**src/vbp_pkg.sv**
```systemverilog
package vbp_pkg;

    localparam int ADC_BITS     = 12;
    localparam int ADC_MAX_CODE = (1 << ADC_BITS) - 1;
    localparam int MV_BITS      = 15;
    localparam int MV_SCALE     = 19717;
    localparam int MV_CLAMP     = 20000;
    localparam int SCALE_BITS   = 15;
    localparam int PROD_BITS    = ADC_BITS + SCALE_BITS;

    localparam logic [MV_BITS-1:0] SAFE5V_RESET = MV_BITS'(4750);
    localparam logic [MV_BITS-1:0] SAFE0V_RESET = MV_BITS'(800);

    typedef enum logic [1:0] {
        PH_UNKNOWN   = 2'd0,
        PH_ABSENT    = 2'd1,
        PH_TRANSIENT = 2'd2,
        PH_PRESENT   = 2'd3
    } t_phase;

    typedef enum logic [1:0] {
        EV_NONE     = 2'd0,
        EV_DETECTED = 2'd1,
        EV_REMOVED  = 2'd2
    } t_event;

    typedef enum logic {
        MODE_SAMPLE = 1'b0,
        MODE_READ   = 1'b1
    } t_mode;

    typedef enum logic {
        CFG_SAFE5V_LOWER = 1'b0,
        CFG_SAFE0V_UPPER = 1'b1
    } t_cfg_idx;

    typedef struct packed {
        logic                mode;
        logic [ADC_BITS-1:0] adc_code;
    } t_vbp_in;

    typedef struct packed {
        logic [MV_BITS-1:0] vbus_mv;
        logic [1:0]         vbus_state;
        logic [1:0]         event_code;
        logic               watch_high;
        logic               transition_seen;
        logic               vbus_present;
    } t_vbp_out;

endpackage

```
**src/vbus_presence_tracker.sv**
```systemverilog
// VBUS presence tracker.
// Input channel (i_in_valid / o_in_ready / i_in_data): one beat is either an
// ADC sample (mode 0) or a read-and-clear of the 0V-to-5V transition flag
// (mode 1). Every input beat yields exactly one result beat on the output
// channel (o_out_valid / i_out_ready / o_out_data).
// The configuration channel (i_cfg_valid / o_cfg_ready, i_cfg_index,
// i_cfg_data) writes the vSafe5V lower and vSafe0V upper thresholds in mV;
// it is always ready. Write it only while no result is pending.
// The result is valid in the cycle after the input beat is accepted.
// Throughput: one beat per cycle while each result is taken; scaling and the
// phase update are a single combinational pass into the output register, so
// the phase loop closes through the phase register alone.
// Reset: phase unknown, both marks clear, thresholds 4750 mV and 800 mV, no
// result pending.
// Stall: a result not taken holds in the output register; while it waits,
// a new beat is accepted only in the cycle the held result leaves.
module vbus_presence_tracker (
    input  logic                       i_clk,
    input  logic                       i_rst_n,
    input  logic                       i_in_valid,
    output logic                       o_in_ready,
    input  vbp_pkg::t_vbp_in           i_in_data,
    output logic                       o_out_valid,
    input  logic                       i_out_ready,
    output vbp_pkg::t_vbp_out          o_out_data,
    input  logic                       i_cfg_valid,
    output logic                       o_cfg_ready,
    input  logic                       i_cfg_index,
    input  logic [vbp_pkg::MV_BITS-1:0] i_cfg_data
);
    import vbp_pkg::*;

    logic [MV_BITS-1:0] r_safe5v, r_safe0v;
    t_phase             r_phase, n_phase;
    logic               r_left_zero, n_left_zero;
    logic               r_rise, n_rise;
    logic               r_out_valid;
    t_vbp_out           r_out_data, n_out_data;

    logic [MV_BITS-1:0] mv;
    logic               accept;
    logic               is_read;
    logic               ge5, gt5, le0, lt0;
    t_event             ev;
    logic               high;

    vbp_scale u_scale (
        .i_code (i_in_data.adc_code),
        .o_mv   (mv)
    );

    assign o_cfg_ready = 1'b1;
    assign o_in_ready  = !r_out_valid || i_out_ready;
    assign accept      = i_in_valid && o_in_ready;
    assign is_read     = (i_in_data.mode == MODE_READ);

    assign ge5 = (mv >= r_safe5v);
    assign gt5 = (mv >  r_safe5v);
    assign le0 = (mv <= r_safe0v);
    assign lt0 = (mv <  r_safe0v);

    // Next phase and marks.
    always_comb begin
        n_phase     = r_phase;
        n_left_zero = r_left_zero;
        n_rise      = r_rise;
        if (is_read) begin
            n_rise = 1'b0;
        end else begin
            case (r_phase)
                PH_UNKNOWN: begin
                    // first sample: strict classification, marks restart
                    n_left_zero = 1'b0;
                    n_rise      = 1'b0;
                    if (gt5) begin
                        n_phase = PH_PRESENT;
                    end else if (lt0) begin
                        n_phase = PH_ABSENT;
                    end else begin
                        n_phase = PH_TRANSIENT;
                        n_rise  = 1'b1;
                    end
                end
                PH_ABSENT: begin
                    if (le0) begin
                        n_phase = PH_ABSENT;
                    end else if (!ge5) begin
                        n_phase     = PH_TRANSIENT;
                        n_left_zero = 1'b1;
                        n_rise      = 1'b0;
                    end else begin
                        n_phase     = PH_PRESENT;
                        n_left_zero = 1'b0;
                        n_rise      = 1'b1;
                    end
                end
                PH_TRANSIENT: begin
                    if (ge5) begin
                        n_phase = PH_PRESENT;
                        if (r_left_zero) begin
                            n_left_zero = 1'b0;
                            n_rise      = 1'b1;
                        end
                    end else if (le0) begin
                        n_phase = PH_ABSENT;
                        if (!r_left_zero) begin
                            n_rise = 1'b0;
                        end
                    end
                end
                PH_PRESENT: begin
                    if (ge5) begin
                        n_phase = PH_PRESENT;
                    end else if (!le0) begin
                        n_phase = PH_TRANSIENT;
                    end else begin
                        n_phase = PH_ABSENT;
                        n_rise  = 1'b0;
                    end
                end
                default: begin
                    n_phase = r_phase;
                end
            endcase
        end
    end

    // Event and watchdog window for this beat.
    always_comb begin
        ev   = EV_NONE;
        high = 1'b0;
        if (!is_read) begin
            case (r_phase)
                PH_UNKNOWN: begin
                    high = 1'b0;
                end
                PH_ABSENT: begin
                    if (!le0 && ge5) begin
                        ev   = EV_DETECTED;
                        high = 1'b1;
                    end
                end
                PH_TRANSIENT: begin
                    if (ge5) begin
                        high = 1'b1;
                        if (r_left_zero) begin
                            ev = EV_DETECTED;
                        end
                    end else if (le0) begin
                        if (!r_left_zero) begin
                            ev = EV_REMOVED;
                        end
                    end else begin
                        high = !r_left_zero;
                    end
                end
                PH_PRESENT: begin
                    if (ge5 || !le0) begin
                        high = 1'b1;
                    end else begin
                        ev = EV_REMOVED;
                    end
                end
                default: begin
                    high = 1'b0;
                end
            endcase
        end
    end

    // Assemble the result beat.
    always_comb begin
        n_out_data.vbus_mv         = is_read ? '0 : mv;
        n_out_data.vbus_state      = n_phase;
        n_out_data.event_code      = ev;
        n_out_data.watch_high      = high;
        n_out_data.transition_seen = is_read && r_rise;
        n_out_data.vbus_present    = (n_phase == PH_PRESENT);
    end

    // Control state and thresholds.
    always_ff @(posedge i_clk) begin
        if (!i_rst_n) begin
            r_safe5v    <= SAFE5V_RESET;
            r_safe0v    <= SAFE0V_RESET;
            r_phase     <= PH_UNKNOWN;
            r_left_zero <= 1'b0;
            r_rise      <= 1'b0;
            r_out_valid <= 1'b0;
        end else begin
            if (i_cfg_valid) begin
                case (i_cfg_index)
                    CFG_SAFE5V_LOWER: r_safe5v <= i_cfg_data;
                    CFG_SAFE0V_UPPER: r_safe0v <= i_cfg_data;
                    default: begin
                        r_safe5v <= r_safe5v;
                    end
                endcase
            end
            if (accept) begin
                r_phase     <= n_phase;
                r_left_zero <= n_left_zero;
                r_rise      <= n_rise;
                r_out_valid <= 1'b1;
            end else if (i_out_ready) begin
                // drop the result once taken
                r_out_valid <= 1'b0;
            end
        end
    end

    // Result register: load on accept, hold otherwise.
    always_ff @(posedge i_clk) begin
        if (accept) begin
            r_out_data <= n_out_data;
        end
    end

    assign o_out_valid = r_out_valid;
    assign o_out_data  = r_out_data;

endmodule

```
**src/vbp_scale.sv**
```systemverilog
module vbp_scale (
    input  logic [vbp_pkg::ADC_BITS-1:0] i_code,
    output logic [vbp_pkg::MV_BITS-1:0]  o_mv
);
    import vbp_pkg::*;

    localparam int SUM_BITS = PROD_BITS + 1;
    localparam int Q_BITS   = SUM_BITS - ADC_BITS;
    localparam int R_BITS   = ADC_BITS + 2;

    logic [PROD_BITS-1:0] prod;
    logic [SUM_BITS-1:0]  approx;
    logic [Q_BITS-1:0]    q_est;
    logic [R_BITS-1:0]    rem;
    logic [Q_BITS-1:0]    q_fix;

    // Divide by 2^n - 1 as x/2^n * (1 + 2^-n + 2^-2n); the estimate runs low
    // by at most one, which the remainder compares against one and two divisors fix.
    always_comb begin
        prod   = PROD_BITS'(i_code) * PROD_BITS'(MV_SCALE);
        approx = SUM_BITS'(prod) + SUM_BITS'(prod >> ADC_BITS)
               + SUM_BITS'(prod >> (2 * ADC_BITS));
        q_est  = Q_BITS'(approx >> ADC_BITS);
        // remainder modulo 2^R_BITS: x - q*2^n + q
        rem    = prod[R_BITS-1:0] - {q_est[1:0], {ADC_BITS{1'b0}}} + q_est[R_BITS-1:0];
        if (rem >= R_BITS'(2 * ADC_MAX_CODE)) begin
            q_fix = q_est + Q_BITS'(2);
        end else if (rem >= R_BITS'(ADC_MAX_CODE)) begin
            q_fix = q_est + Q_BITS'(1);
        end else begin
            q_fix = q_est;
        end
        if (q_fix > Q_BITS'(MV_CLAMP)) begin
            o_mv = MV_BITS'(MV_CLAMP);
        end else begin
            o_mv = q_fix[MV_BITS-1:0];
        end
    end

endmodule
```
**config.mk**
```make
export PLATFORM = sky130hd
export DESIGN_NAME = vbus_presence_tracker
export DESIGN_NICKNAME = d
export VERILOG_FILES = /design/src/vbp_pkg.sv /design/src/vbus_presence_tracker.sv /design/src/vbp_scale.sv
export SDC_FILE = /design/constraint.sdc
export NUM_CORES = 1
export LEC_CHECK = 0
export BUFFER_PORTS_ARGS = -buffer_cell sky130_fd_sc_hd__clkbuf_2
export CORE_ASPECT_RATIO = 1.4
export CORE_UTILIZATION = 49
export CTS_CLUSTER_SIZE = 20
export DETAILED_ROUTE_END_ITERATION = 10
export GPL_TIMING_DRIVEN = 0
export PLACE_DENSITY_LB_ADDON = 0.15
export SYNTH_ARGS = -nofsm -noshare
export SYNTH_HDL_FRONTEND = slang
export SYNTH_SLANG_ARGS = --single-unit
```
**constraint.sdc**
```tcl
create_clock -name i_clk -period 14 [get_ports i_clk]
set_input_delay 0.7 -clock i_clk [delete_from_list [all_inputs] [get_ports i_clk]]
set_output_delay 0.7 -clock i_clk [all_outputs]
set_load 0.1 [all_outputs]
```
==> results.md <==
- Run status: complete, no violations
- # setup viols final: 0
- Hold path depth: 2
- Synth top area share: 23.1%
- Worst-margin pin slew: 0.827 ns
- Total Wirelength: 24.6 mm
- Crit start category: input port
- Clk sinks: 57
- CORE AREA: 18,100 µm²
- Highest Signal Layer: met4
- DRC viols: 0
- IO Port Bufs: 56
- Reg2reg path depth: 15
- Synth area leaders: ha_1 23%, dfxtp_1 7.7%, edfxtp_1 7.2%, inv_1 6.0%, fa_1 5.9%
- Crit path depth: 58
- Row cnt: 58
- Met2 WL: 13.0 mm
- Final ANT Viol Nets: 0
- Relative slew slack: 44.8%
- Drt pass-1 iters: 4
- Final hold vios: 0
- Chip Width: 117 µm
- YS warnings: 0
- Post-synthesis sequential area ratio: 14.9%
- Hold Crit Class: reg -> reg
- Post-DP HPWL: 20.3 mm
- Avg Synthesized Cell Area: 8.11 µm²
- Max-slew violations: 0
- Asr flop ratio synth: 0%
- Post-synth EDFFs: 22
- Antenna Cells: 0
- Register bit total from synthesis: 57
- Max-cap violations: 0
- Global-route wire length before repair: 39.6 mm
- CP required: 14.21 ns
- Post-synth cell types: 100
- Largest delay share family, worst path: compound AO/OA/AOI/OAI gates
- Pin count of the biggest net entering global routing: 23
- Routed len/inst: 16.8 µm
- Vias: 8,380
- Commonest non-fill, non-tap cell in the layout: ha_1
- Final net count: 1,448
- Main synth FF type: dfxtp_1
- Kind of critical path: in -> reg
- WL met3: 546 µm
- Unrepaired setup endpoints after global routing: no
- Dpl ws: -1.67 ns
- Initial DRC count: 323
- Crit-path slowest cell: fa_1
- CP Buf/Inv Count: 6
- Die Span Y: 164 µm
- CP Max Fanout: 10
- Mapped cell area: 9140 µm²
- CP endpoint kind: flop
- Yosys top cell by area: ha_1
- Fraction of layout cells with a size suffix above 1: 17.1%
- Critical path arrival: 13.70 ns
- Area Growth Syn to Fin: 16.0%
- CP dominant cell by count: ha_1
- Post-Syn Instances: 1,128
- Initial antenna violation count: 0
- M1 wire length: 9.56 mm
- Hold_ws: 0.457 ns
- Die ar.: 19,200 µm²
- CTS tree: done
- Most frequent cells in the layout: 155 x ha_1, 143 x inv_1, 103 x nand2_1, 77 x nor2_1, 72 x a21oi_1
- Overall Global Routing Usage: 25.9%
- GPL Wtd Cong: 0.908
- Min cycle time layout: 13.49 ns
- Clk pin slew, worst setup/hold paths: 0.05 ns
- Clock latency on the worst-skew pair: 0.32 ns
- Final setup margin: 0.512 ns
- Starting density of the core: 50.4%
- H-tree levels: 3
- Via/cell ratio: 5.73
- Final worst path period share: 96.3%
- Slowest Stage Delay on Critical Path: 0.54 ns
- Syn_nets: 1,358
- TritonCTS Buffers: 9
- Hold buffer count at CTS: 0
- Max clock buf depth: 2
- Vias in the first global route: 8,234
- Gr ovfl total: 0
- Root buffer cell: clkbuf_16
- Fmax achieved: 74.1 MHz
- IO Pins: 59
- Worst Skew: 0.00483 ns
sequential cells by signal, summed over array words and instances, names as in the netlist:
signal / count
o_out_data: 22
r_safe0v: 15
r_safe5v: 15
r_phase: 2
o_out_valid: 1
r_left_zero: 1
r_rise: 1
routing by layer:
layer | GRT usage (%) | up-vias
met2 | 50.9 | 172
met4 | 17.2 | 0
li1 | - | 4203
met1 | 26.2 | 3929
met3 | 1.78 | 76
met5 | 0 | -
final timing paths:
| path | slack [ns] | to | from |
|---|---|---|---|
| max reg2reg | 10.88 | r_rise$_SDFFE_PN0P_ | r_safe5v[9]$_SDFFE_PN1P_ |
| max | 0.51 | r_rise$_SDFFE_PN0P_ | i_in_data[6] |
| min | 0.46 | r_safe0v[13]$_SDFFE_PN0P_ | r_safe0v[13]$_SDFFE_PN0P_ |
| min reg2reg | 0.46 | r_safe0v[13]$_SDFFE_PN0P_ | r_safe0v[13]$_SDFFE_PN0P_ |
cells in the mapped netlist (all sizes together), types with 6 or more instances:
library cell / n
or3: 6
nor2: 78
o31ai: 7
o21ai: 46
xor2: 18
and2: 13
a21o: 30
nor3: 26
inv: 147
nor4: 13
nand2b: 13
or2: 11
edfxtp: 22
fa: 27
nand2: 106
a211oi: 21
clkbuf: 19
buf: 7
o211ai: 18
o21a: 19
ha: 169
dfxtp: 35
nor2b: 15
nand4: 7
and3: 17
xnor2: 28
nand3: 31
a21oi: 78
kinds of logic (layout without fill, tap and decap cells):
family          count (synthesis)  count (layout)  synth area share (%)
simple gates                  353             353                  19.7
compound gates                292             292                  23.0
fa+ha+maj                     197             197                  29.1
buf+inv                       174             269                  7.36
flops                          57              57                  14.9
xor+xnor                       48              48                  5.15
mux                             6               6                 0.671
other cells                     1               1                0.0410
area by class of cell:
class                           instances  area, µm²
Inverter                              148        557
Buffer                                 25        123
Clock buffer                           10        229
Tap cell                              240        300
Timing Repair Buffer                   80        465
Clock inverter                          6        106
Fill cell                            1707       7530
Sequential cell                        57       1360
Multi-Input combinational cell        897       7470
per-stage QoR:
stage | cell area, µm² | TNS (ns) | instances | util (%)
3_3_place_gp | 9720 | -12.60 | 1424 | 53.6
6_report | 10600 | 0 | 1463 | 58.5
4_1_cts | 10300 | 0 | 1449 | 56.7
5_1_grt | 10600 | 0 | 1463 | 58.5
2_1_floorplan | 9140 | 0 | 1128 | -
3_5_place_dp | 9720 | -13.92 | 1424 | 53.6
what timing repair did:
action | 4_1_cts | 5_1_grt
setup endpoints to repair | 10 | 10
pin swaps | 13 | 28
buffers inserted | 10 | 14
resized for setup | 27 | 51
hold endpoints to repair | 0 | 0
tightest hold or removal path, delay by kind of cell (launching register included):
kind | cells | cell delay (ns)
AO/OA/AOI/OAI | 1 | 0.06
AND/OR/NAND/NOR | 1 | 0.05
flip-flops | 1 | 0.30
Power is left out: the tool's default activity adds up to more than one toggle a clock period on the data nets, which glitch-free logic cannot reach.
